$ cat src/rtl/pa_pkg.sv
`default_nettype none
package pa_pkg;

  localparam int TAG_BITS   = 16;
  localparam int COORD_BITS = 32;

  localparam int PORT_TAG_W = 16;
  localparam int PORT_Y_W   = 32;

  localparam int TAG_W   = (TAG_BITS < PORT_TAG_W) ? TAG_BITS : PORT_TAG_W;
  localparam int COORD_W = COORD_BITS;

  localparam int Q_DEPTH = 4;
  localparam int Q_PTR_W = $clog2(Q_DEPTH);
  localparam int Q_CNT_W = $clog2(Q_DEPTH + 1);

  typedef enum logic [2:0] {
    MODE_POINTS     = 3'd0,
    MODE_LINES      = 3'd1,
    MODE_LINE_STRIP = 3'd2,
    MODE_LINE_LOOP  = 3'd3,
    MODE_SPRITES    = 3'd4,
    MODE_TRIANGLES  = 3'd5,
    MODE_TRI_STRIP  = 3'd6,
    MODE_TRI_FAN    = 3'd7
  } mode_t;

  typedef enum logic [1:0] {
    KIND_POINT  = 2'd0,
    KIND_LINE   = 2'd1,
    KIND_SPRITE = 2'd2,
    KIND_TRI    = 2'd3
  } kind_t;

  // one queued request; close adds the loop closing segment (b vertex to anchor)
  typedef struct packed {
    kind_t                     kind;
    logic [TAG_W-1:0]          tag_a;
    logic [TAG_W-1:0]          tag_b;
    logic [TAG_W-1:0]          tag_c;
    logic signed [COORD_W-1:0] y_a;
    logic signed [COORD_W-1:0] y_b;
    logic                      close;
    logic [TAG_W-1:0]          anchor_tag;
    logic signed [COORD_W-1:0] anchor_y;
  } prim_req_t;

endpackage
`default_nettype wire

$ cat src/rtl/pa_front.sv
`default_nettype none
module pa_front import pa_pkg::*; (
  input  wire logic                  clk,
  input  wire logic                  rst_n,
  input  wire logic                  cfg_wr_en,
  input  wire logic [2:0]            cfg_wr_data,
  input  wire logic                  in_valid,
  output logic                       in_stall,
  input  wire logic [PORT_TAG_W-1:0] in_vertex_tag,
  input  wire logic [PORT_Y_W-1:0]   in_vertex_y,
  input  wire logic                  in_last_vertex,
  input  wire logic                  q_full,
  output logic                       q_push,
  output prim_req_t                  q_push_data
);

  mode_t                     mode_r, mode_nxt;
  logic [1:0]                seen_r, seen_nxt;
  logic                      odd_r, odd_nxt;
  logic [TAG_W-1:0]          anchor_tag_r, anchor_tag_nxt;
  logic signed [COORD_W-1:0] anchor_y_r, anchor_y_nxt;
  logic [TAG_W-1:0]          older_tag_r, older_tag_nxt;
  logic signed [COORD_W-1:0] older_y_r, older_y_nxt;
  logic [TAG_W-1:0]          newer_tag_r, newer_tag_nxt;
  logic signed [COORD_W-1:0] newer_y_r, newer_y_nxt;

  logic                      accept;
  logic                      emit;
  logic [1:0]                seen_sat;
  logic [TAG_W-1:0]          tag;
  logic signed [COORD_W-1:0] y;
  prim_req_t                 req;

  assign tag      = in_vertex_tag[TAG_W-1:0];
  assign y        = $signed(in_vertex_y[COORD_W-1:0]);
  assign in_stall = q_full;
  assign accept   = in_valid && !q_full;
  assign seen_sat = (seen_r == 2'd3) ? 2'd3 : seen_r + 2'd1;

  always_comb begin
    mode_nxt       = mode_r;
    seen_nxt       = seen_r;
    odd_nxt        = odd_r;
    anchor_tag_nxt = anchor_tag_r;
    anchor_y_nxt   = anchor_y_r;
    older_tag_nxt  = older_tag_r;
    older_y_nxt    = older_y_r;
    newer_tag_nxt  = newer_tag_r;
    newer_y_nxt    = newer_y_r;
    emit           = 1'b0;
    req            = '0;
    req.anchor_tag = anchor_tag_r;
    req.anchor_y   = anchor_y_r;
    if (accept) begin
      unique case (mode_r)
        MODE_POINTS: begin
          emit      = 1'b1;
          req.kind  = KIND_POINT;
          req.tag_a = tag;
        end
        MODE_LINES, MODE_SPRITES: begin
          if (seen_r == 2'd0) begin
            newer_tag_nxt = tag;
            newer_y_nxt   = y;
            seen_nxt      = 2'd1;
          end else begin
            emit      = 1'b1;
            req.tag_a = newer_tag_r;
            req.tag_b = tag;
            if (mode_r == MODE_LINES) begin
              req.kind = KIND_LINE;
              req.y_a  = newer_y_r;
              req.y_b  = y;
            end else begin
              req.kind = KIND_SPRITE;
            end
            seen_nxt = 2'd0;
          end
        end
        MODE_TRIANGLES: begin
          if (seen_r == 2'd0) begin
            older_tag_nxt = tag;
            older_y_nxt   = y;
            seen_nxt      = 2'd1;
          end else if (seen_r == 2'd1) begin
            newer_tag_nxt = tag;
            newer_y_nxt   = y;
            seen_nxt      = 2'd2;
          end else begin
            emit      = 1'b1;
            req.kind  = KIND_TRI;
            req.tag_a = older_tag_r;
            req.tag_b = newer_tag_r;
            req.tag_c = tag;
            seen_nxt  = 2'd0;
          end
        end
        MODE_LINE_STRIP, MODE_LINE_LOOP: begin
          if (seen_r == 2'd0) begin
            anchor_tag_nxt = tag;
            anchor_y_nxt   = y;
          end else begin
            emit      = 1'b1;
            req.kind  = KIND_LINE;
            req.tag_a = newer_tag_r;
            req.y_a   = newer_y_r;
            req.tag_b = tag;
            req.y_b   = y;
            req.close = (mode_r == MODE_LINE_LOOP) && in_last_vertex;
          end
          newer_tag_nxt = tag;
          newer_y_nxt   = y;
          seen_nxt      = seen_sat;
        end
        MODE_TRI_STRIP: begin
          if (seen_r[1]) begin
            emit     = 1'b1;
            req.kind = KIND_TRI;
            if (odd_r) begin
              req.tag_a = tag;
              req.tag_b = newer_tag_r;
              req.tag_c = older_tag_r;
            end else begin
              req.tag_a = older_tag_r;
              req.tag_b = newer_tag_r;
              req.tag_c = tag;
            end
            odd_nxt = !odd_r;
          end
          older_tag_nxt = newer_tag_r;
          older_y_nxt   = newer_y_r;
          newer_tag_nxt = tag;
          newer_y_nxt   = y;
          seen_nxt      = seen_sat;
        end
        MODE_TRI_FAN: begin
          if (seen_r == 2'd0) begin
            anchor_tag_nxt = tag;
            anchor_y_nxt   = y;
          end else if (seen_r[1]) begin
            emit      = 1'b1;
            req.kind  = KIND_TRI;
            req.tag_a = anchor_tag_r;
            req.tag_b = newer_tag_r;
            req.tag_c = tag;
          end
          newer_tag_nxt = tag;
          newer_y_nxt   = y;
          seen_nxt      = seen_sat;
        end
        default: begin
          emit = 1'b0;
        end
      endcase
      if (in_last_vertex) begin
        seen_nxt = 2'd0;
        odd_nxt  = 1'b0;
      end
    end
    if (cfg_wr_en) begin
      mode_nxt = mode_t'(cfg_wr_data);
      seen_nxt = 2'd0;
      odd_nxt  = 1'b0;
    end
  end

  assign q_push      = accept && emit;
  assign q_push_data = req;

  always_ff @(posedge clk) begin
    if (!rst_n) begin
      mode_r <= MODE_POINTS;
      seen_r <= 2'd0;
      odd_r  <= 1'b0;
    end else begin
      mode_r <= mode_nxt;
      seen_r <= seen_nxt;
      odd_r  <= odd_nxt;
    end
  end

  always_ff @(posedge clk) begin
    anchor_tag_r <= anchor_tag_nxt;
    anchor_y_r   <= anchor_y_nxt;
    older_tag_r  <= older_tag_nxt;
    older_y_r    <= older_y_nxt;
    newer_tag_r  <= newer_tag_nxt;
    newer_y_r    <= newer_y_nxt;
  end

endmodule
`default_nettype wire

$ cat src/rtl/pa_queue.sv
`default_nettype none
module pa_queue import pa_pkg::*; (
  input  wire logic      clk,
  input  wire logic      rst_n,
  input  wire logic      push,
  input  prim_req_t      push_data,
  output logic           full,
  input  wire logic      pop,
  output prim_req_t      head,
  output logic           nonempty
);

  prim_req_t            mem [Q_DEPTH];
  logic [Q_PTR_W-1:0]   wr_ptr_r, wr_ptr_nxt;
  logic [Q_PTR_W-1:0]   rd_ptr_r, rd_ptr_nxt;
  logic [Q_CNT_W-1:0]   count_r, count_nxt;

  assign full     = (count_r == Q_CNT_W'(Q_DEPTH));
  assign nonempty = (count_r != '0);
  assign head     = mem[rd_ptr_r];

  always_comb begin
    wr_ptr_nxt = wr_ptr_r;
    rd_ptr_nxt = rd_ptr_r;
    count_nxt  = count_r;
    if (push) begin
      wr_ptr_nxt = (wr_ptr_r == Q_PTR_W'(Q_DEPTH - 1)) ? '0 : wr_ptr_r + 1'b1;
    end
    if (pop) begin
      rd_ptr_nxt = (rd_ptr_r == Q_PTR_W'(Q_DEPTH - 1)) ? '0 : rd_ptr_r + 1'b1;
    end
    if (push && !pop) begin
      count_nxt = count_r + 1'b1;
    end else if (pop && !push) begin
      count_nxt = count_r - 1'b1;
    end
  end

  always_ff @(posedge clk) begin
    if (!rst_n) begin
      wr_ptr_r <= '0;
      rd_ptr_r <= '0;
      count_r  <= '0;
    end else begin
      wr_ptr_r <= wr_ptr_nxt;
      rd_ptr_r <= rd_ptr_nxt;
      count_r  <= count_nxt;
    end
  end

  always_ff @(posedge clk) begin
    if (push) begin
      mem[wr_ptr_r] <= push_data;
    end
  end

  a_no_overflow: assert property (@(posedge clk) disable iff (!rst_n)
    full |-> !push)
    else $error("request queue overflow");

  a_no_underflow: assert property (@(posedge clk) disable iff (!rst_n)
    pop |-> nonempty)
    else $error("request queue underflow");

  a_count_bound: assert property (@(posedge clk) disable iff (!rst_n)
    count_r <= Q_CNT_W'(Q_DEPTH))
    else $error("request queue count out of range");

endmodule
`default_nettype wire

$ cat src/rtl/pa_back.sv
`default_nettype none
module pa_back import pa_pkg::*; (
  input  wire logic                   clk,
  input  wire logic                   rst_n,
  input  prim_req_t                   head,
  input  wire logic                   nonempty,
  output logic                        pop,
  output logic                        out_valid,
  input  wire logic                   out_stall,
  output logic [1:0]                  out_prim_kind,
  output logic [PORT_TAG_W-1:0]       out_corner_a,
  output logic [PORT_TAG_W-1:0]       out_corner_b,
  output logic [PORT_TAG_W-1:0]       out_corner_c,
  output logic                        out_run_end
);

  logic                 phase_r, phase_nxt;
  logic                 valid_r, valid_nxt;
  kind_t                kind_r, kind_nxt;
  logic [TAG_W-1:0]     a_r, a_nxt;
  logic [TAG_W-1:0]     b_r, b_nxt;
  logic [TAG_W-1:0]     c_r, c_nxt;
  logic                 end_r, end_nxt;
  logic                 load;
  logic                 swap_first;
  logic                 swap_close;

  assign load       = nonempty && (!valid_r || !out_stall);
  assign swap_first = (head.kind == KIND_LINE) && (head.y_a > head.y_b);
  assign swap_close = head.y_b > head.anchor_y;

  always_comb begin
    phase_nxt = phase_r;
    valid_nxt = valid_r && out_stall;
    kind_nxt  = kind_r;
    a_nxt     = a_r;
    b_nxt     = b_r;
    c_nxt     = c_r;
    end_nxt   = end_r;
    pop       = 1'b0;
    if (load) begin
      valid_nxt = 1'b1;
      if (phase_r) begin
        kind_nxt  = KIND_LINE;
        a_nxt     = swap_close ? head.anchor_tag : head.tag_b;
        b_nxt     = swap_close ? head.tag_b : head.anchor_tag;
        c_nxt     = '0;
        end_nxt   = 1'b1;
        phase_nxt = 1'b0;
        pop       = 1'b1;
      end else begin
        kind_nxt  = head.kind;
        a_nxt     = swap_first ? head.tag_b : head.tag_a;
        b_nxt     = swap_first ? head.tag_a : head.tag_b;
        c_nxt     = head.tag_c;
        end_nxt   = !head.close;
        phase_nxt = head.close;
        pop       = !head.close;
      end
    end
  end

  always_ff @(posedge clk) begin
    if (!rst_n) begin
      phase_r <= 1'b0;
      valid_r <= 1'b0;
    end else begin
      phase_r <= phase_nxt;
      valid_r <= valid_nxt;
    end
  end

  always_ff @(posedge clk) begin
    kind_r <= kind_nxt;
    a_r    <= a_nxt;
    b_r    <= b_nxt;
    c_r    <= c_nxt;
    end_r  <= end_nxt;
  end

  assign out_valid     = valid_r;
  assign out_prim_kind = kind_r;
  assign out_corner_a  = PORT_TAG_W'(a_r);
  assign out_corner_b  = PORT_TAG_W'(b_r);
  assign out_corner_c  = PORT_TAG_W'(c_r);
  assign out_run_end   = end_r;

  a_close_pending: assert property (@(posedge clk) disable iff (!rst_n)
    phase_r |-> (nonempty && head.close))
    else $error("closing segment pending without a loop close request");

  a_close_not_end: assert property (@(posedge clk) disable iff (!rst_n)
    (load && !phase_r && head.close) |=> (!out_run_end && phase_r))
    else $error("first loop segment flagged as run end");

  a_point_corners: assert property (@(posedge clk) disable iff (!rst_n)
    (out_valid && (out_prim_kind == KIND_POINT)) |-> (out_corner_b == '0 && out_corner_c == '0))
    else $error("point with nonzero corners");

endmodule
`default_nettype wire

$ cat src/rtl/primitive_assembler.sv
// Primitive assembler: groups a vertex stream into points, lines, sprites or
// triangles according to a 3-bit mode register (cfg_wr_en / cfg_wr_data).
// Writing the mode starts a fresh array; write it only while the block is idle.
// Input channel (in_*): one vertex per request, tag, y and a last-of-array flag.
// Output channel (out_*): one primitive per request; out_run_end marks the last
// primitive caused by a vertex. Line corners come out ordered by increasing y.
// A request moves on a channel at a clock edge with valid high and stall low.
// Throughput: one vertex per cycle while in_stall is low. A vertex that closes a line loop yields two
// primitives and holds the output side for a second load; the 4-deep request
// queue between the classifier and the output stage absorbs it.
// An accepted vertex's primitive is written into the request queue and then into
// the output register, which drives out_*.
// Vertices that complete no primitive produce nothing on the output channel;
// an unfinished pair or triple at the end of an array is dropped.
// out_stall high holds the output register; the queue then fills and in_stall
// rises once it holds four requests. in_stall depends only on queue occupancy.
// Reset (rst_n low, synchronous) sets points mode and empties the queue.
`default_nettype none
module primitive_assembler import pa_pkg::*; (
  input  wire logic                  clk,
  input  wire logic                  rst_n,
  input  wire logic                  cfg_wr_en,
  input  wire logic [2:0]            cfg_wr_data,
  input  wire logic                  in_valid,
  output logic                       in_stall,
  input  wire logic [PORT_TAG_W-1:0] in_vertex_tag,
  input  wire logic [PORT_Y_W-1:0]   in_vertex_y,
  input  wire logic                  in_last_vertex,
  output logic                       out_valid,
  input  wire logic                  out_stall,
  output logic [1:0]                 out_prim_kind,
  output logic [PORT_TAG_W-1:0]      out_corner_a,
  output logic [PORT_TAG_W-1:0]      out_corner_b,
  output logic [PORT_TAG_W-1:0]      out_corner_c,
  output logic                       out_run_end
);

  logic      q_full;
  logic      q_push;
  prim_req_t q_push_data;
  logic      q_pop;
  prim_req_t q_head;
  logic      q_nonempty;

  pa_front u_front (
    .clk            (clk),
    .rst_n          (rst_n),
    .cfg_wr_en      (cfg_wr_en),
    .cfg_wr_data    (cfg_wr_data),
    .in_valid       (in_valid),
    .in_stall       (in_stall),
    .in_vertex_tag  (in_vertex_tag),
    .in_vertex_y    (in_vertex_y),
    .in_last_vertex (in_last_vertex),
    .q_full         (q_full),
    .q_push         (q_push),
    .q_push_data    (q_push_data)
  );

  pa_queue u_queue (
    .clk       (clk),
    .rst_n     (rst_n),
    .push      (q_push),
    .push_data (q_push_data),
    .full      (q_full),
    .pop       (q_pop),
    .head      (q_head),
    .nonempty  (q_nonempty)
  );

  pa_back u_back (
    .clk           (clk),
    .rst_n         (rst_n),
    .head          (q_head),
    .nonempty      (q_nonempty),
    .pop           (q_pop),
    .out_valid     (out_valid),
    .out_stall     (out_stall),
    .out_prim_kind (out_prim_kind),
    .out_corner_a  (out_corner_a),
    .out_corner_b  (out_corner_b),
    .out_corner_c  (out_corner_c),
    .out_run_end   (out_run_end)
  );

endmodule
`default_nettype wire

$ cat config.mk
export PLATFORM = sky130hd
export DESIGN_NAME = primitive_assembler
export DESIGN_NICKNAME = d
export VERILOG_FILES = /design/src/rtl/pa_pkg.sv /design/src/rtl/pa_front.sv /design/src/rtl/pa_queue.sv /design/src/rtl/pa_back.sv /design/src/rtl/primitive_assembler.sv
export SDC_FILE = /design/constraint.sdc
export NUM_CORES = 1
export LEC_CHECK = 0
export ABC_AREA = 1
export BUFFER_PORTS_ARGS = -buffer_cell sky130_fd_sc_hd__buf_2
export CORE_ASPECT_RATIO = 1.2
export CORE_UTILIZATION = 55
export DETAILED_ROUTE_END_ITERATION = 10
export PLACE_DENSITY = 0.7
export SYNTH_ARGS = -nofsm -noshare
export SYNTH_HDL_FRONTEND = slang
export SYNTH_HIERARCHICAL = 1
export SYNTH_SLANG_ARGS = --single-unit
$ cat constraint.sdc
create_clock -name clk -period 8.3 [get_ports clk]
set_input_delay 1.66 -clock clk [delete_from_list [all_inputs] [get_ports clk]]
set_output_delay 1.66 -clock clk [all_outputs]
set_load 0.005 [all_outputs]
==> results.md <==
- The layout overhead on the synthesized area is 10.0%.
- Across all layers, the routed design uses 24300 vias.
- Of all flip-flops after synthesis, the portion carrying an async set or reset was 0%.
- The floorplan die area is 0.0661 mm2.
- The detailed-route DRC error count is 0.
- Global routing consumed, on the met3 layer, 3.85% of the routing resources.
- The worst hold path belongs to the class flip-flop to flip-flop.
- The number of synthesized flops with an enable pin is 815.
- The final critical path takes up 62.1% of the cycle.
- The category of the critical setup timing path is flip-flop to flip-flop.
- The most common cell after layout, fill and taps aside is sky130_fd_sc_hd__edfxtp_1.
- Setup violations remaining at the end of the flow were counted as 0.
- The number of nets in the synthesized netlist is 3227.
- The synthesized design contains 832 register bits.
- In this run, CTS created clock tree buffers numbering 80.
- In this run the tightest slew margin relative to its limit is 24.5%.
- The number of global-route vias before repair came to 24000.
- Clock latency on the worst-skew pair, taken at its later pin, is 0.64 ns.
- The initial antenna violation count is 0.
- At the pin with the least slew margin, the transition time is 1.13 ns.
- The final period demand of the worst path is 5.15 ns.
- The TritonCTS sink count is 832.
- The synthesized area is 0.0358 mm2.
- The number of design-rule violations left by the first detailed-router iteration is 2320.
- The post-CTS setup-driven buffer insertion count is 0.
- The number of primary I/O pins is 110.
- The required time of the worst setup path is 8.70 ns.
- The routability congestion estimate from global placement is 0.845.
- The dominant synthesized flop cell is sky130_fd_sc_hd__edfxtp_1.
- Global routing finished with a remaining overflow of 0.
- The layer with the highest usage after global routing is met2.
- CTS built an H-tree with a depth of 3.
- In the layout the commonest cells are 815 x sky130_fd_sc_hd__edfxtp_1, 516 x sky130_fd_sc_hd__nor2_1, 381 x sky130_fd_sc_hd__nand2_1, 381 x sky130_fd_sc_hd__o21ai_0, 221 x sky130_fd_sc_hd__inv_1.
- Synthesis produced 3099 cells.
- The number of distinct library cells after synthesis is 36.
- Hold repair after CTS inserted 0 buffers.
- The worst vdd rail ir drop is 0.333 mV.
- The reported max-cap violation count is 0.
- The hold violation total from the final report came to 0.
- The number of max-slew violations in the final report is 0.
- Final hold analysis gives a worst-case slack of 0.486 ns.
- The die height is 281 um.
- For the final routed database, the setup TNS stands at 0 ns.
- The routed design has 90.9 mm of wire.
- The number of nets in the layout is 3261.
- The number of buffer cells added on primary ports is 109.
- In this run the static leakage power is 14.4 nW.
- The mean post-synth cell area is 11.5 um2.
- Data on the critical path arrives at its endpoint at 5.55 ns.
- The flow ran to the end, and the final reports show no timing, DRC or antenna violations.
- Across the routed clock network, the largest skew measured is 0.0332 ns.
- The die is 235 um wide.
- The area after detailed placement is 0.0368 mm2.
- The maximum buffer depth of the clock tree is 3.
- The number of warnings reported in the yosys synthesis log is 6.
- The tree is rooted in a sky130_fd_sc_hd__clkbuf_16.
- Clock-pin slew was measured on the worst setup and hold paths at 0.07 ns.
- The detail-routed via count per cell is 6.03.
- The starting utilization of the core area is 55.5%.
- The area inside the core boundary is 0.0644 mm2.
- The highest clock frequency the design can meet is 194 MHz.
- Entering global routing, the biggest net connects 166 pins.
- TritonCTS built the clock tree.
- Once the clock tree was built, the resizer swapped 0 gates to a different size.
- The HPWL after detailed placement is 51.4 mm.
- The first global-routing pass estimated 138 mm of wire.
- The post-detailed-route count of antenna-violating nets is 0.
- The capturing element type of the critical path is a flip-flop.
- The global-route total usage across every layer is 27.5%.
- For this run, the detailed router's first-pass iteration total came to 7.
- The power per cell area is 357 mW/mm2.
- For met1 alone, demand over resource in global routing was 33.8%.
- The row count is 102.
- With fillers left out, the area of the finished cells amounts to 0.0394 mm2.
- After detailed routing, the average wire length per cell comes to 22.6 um.
- The sequential element share of the synthesized area is 69.3%.
- Of all nets on the critical path, the largest fanout is 165.
- STA classifies the critical path startpoint as a flip-flop.
- The met2 track demand over resource is 47.8%.
- Cells with a size suffix above 1 make up 9.16% of the layout.
- Setup repair after global routing left no endpoint under its margin.
==> critical path: stages, from the launching register on <==
cell and delay (ns):
sky130_fd_sc_hd__dfxtp_4 0.38, sky130_fd_sc_hd__inv_8 0.61, sky130_fd_sc_hd__buf_4 0.47, sky130_fd_sc_hd__o21ai_0 0.14, sky130_fd_sc_hd__o22ai_1 0.21, sky130_fd_sc_hd__inv_1 0.07, sky130_fd_sc_hd__ha_1 0.31, sky130_fd_sc_hd__a21oi_1 0.17
sky130_fd_sc_hd__o21ai_0 0.12, sky130_fd_sc_hd__a21oi_1 0.22, sky130_fd_sc_hd__nand2_1 0.20, sky130_fd_sc_hd__nand2_1 0.15, sky130_fd_sc_hd__nand3_2 0.67, sky130_fd_sc_hd__nand3_4 0.71, sky130_fd_sc_hd__nand2_1 0.17, sky130_fd_sc_hd__nand3_1 0.14
sky130_fd_sc_hd__nand2_1 0.08
==> stage by stage <==
stage	utilization (%)	total power, mW	cells	setup WS, ns
2_1_floorplan	-	9.02	3099	1.98
3_3_place_gp	57.1	10.2	3883	3.45
3_5_place_dp	57.1	10.4	3883	3.27
4_1_cts	61.1	14.0	4029	3.27
5_1_grt	61.1	14.8	4029	2.89
6_report	61.1	14.0	4030	3.15
==> cell usage after synthesis, drive strengths merged, types with 2 or more instances <==
| library cell | count | area (um2) |
|---|---|---|
| a211oi | 3 | 22.5 |
| a21o | 2 | 15.0 |
| a21oi | 81 | 420 |
| a31oi | 2 | 12.5 |
| buf | 87 | 597 |
| clkbuf | 104 | 390 |
| clkinv | 2 | 7.51 |
| dfxtp | 17 | 340 |
| edfxtp | 815 | 24500 |
| ha | 70 | 876 |
| inv | 230 | 863 |
| nand2 | 385 | 1460 |
| nand3 | 132 | 696 |
| nand4 | 73 | 457 |
| nor2 | 522 | 1990 |
| nor3 | 5 | 36.3 |
| o211ai | 16 | 120 |
| o21a | 4 | 30.0 |
| o21ai | 381 | 1910 |
| o22ai | 163 | 1020 |
| xor2 | 2 | 17.5 |
==> per-layer routing <==
layer | wire length (um) | vias up
li1 | - | 11100
met1 | 34500 | 11900
met2 | 45900 | 1116
met3 | 6320 | 226
met4 | 4200 | 0
met5 | 0 | -
==> flip-flops by register name, summed over array words and instances, names as in the netlist, 3 cells and up, named ones only <==
| name | flops |
|---|---|
| u_back/out_corner_c | 16 |
| u_front/older_tag_r | 16 |
| u_front/newer_y_r | 32 |
| u_back/out_corner_a | 16 |
| u_queue/count_r | 3 |
| u_front/newer_tag_r | 16 |
| u_back/out_corner_b | 16 |
| u_front/mode_r | 3 |
| u_front/anchor_y_r | 32 |
| u_queue/mem | 652 |
| u_front/anchor_tag_r | 16 |
==> final cells by class <==
class	count	area [um2]
Fill cell	4898	25100
Sequential cell	832	24800
Tap cell	832	1040
Antenna cell	1	2.50
Multi-Input combinational cell	1844	9150
Inverter	232	901
Clock buffer	92	2080
Clock inverter	54	515
Timing Repair Buffer	143	863
==> where the power goes <==
group | internal [mW] | switching [mW]
logic | 1.50 | 3.62
clock network | 2.06 | 1.56
registers | 5.13 | 0.186
==> final timing paths <==
path,start,end,slack (ns),depth (start not counted)
min reg2reg,u_front/anchor_y_r[19]$_DFFE_PP_,u_queue/mem[2][19]$_DFFE_PP_,0.49,0
min,u_front/anchor_y_r[19]$_DFFE_PP_,u_queue/mem[2][19]$_DFFE_PP_,0.49,0
max reg2reg,flip-flop,u_back/out_corner_b[8]$_DFFE_PP_,3.15,16
max,flip-flop,u_back/out_corner_b[8]$_DFFE_PP_,3.15,16
==> cells by family (layout without fill, tap and decap cells) <==
family,after synthesis,in the layout,share of synthesized area [%]
compound gates,652,652,9.91
simple gates,1119,1119,13.0
buf+inv,423,521,5.19
fa+ha+maj,71,71,2.50
other cells,0,1,0
flops,832,832,69.3
xor+xnor,2,2,0.0490
Note: power is estimated with default switching activity, not from simulation.
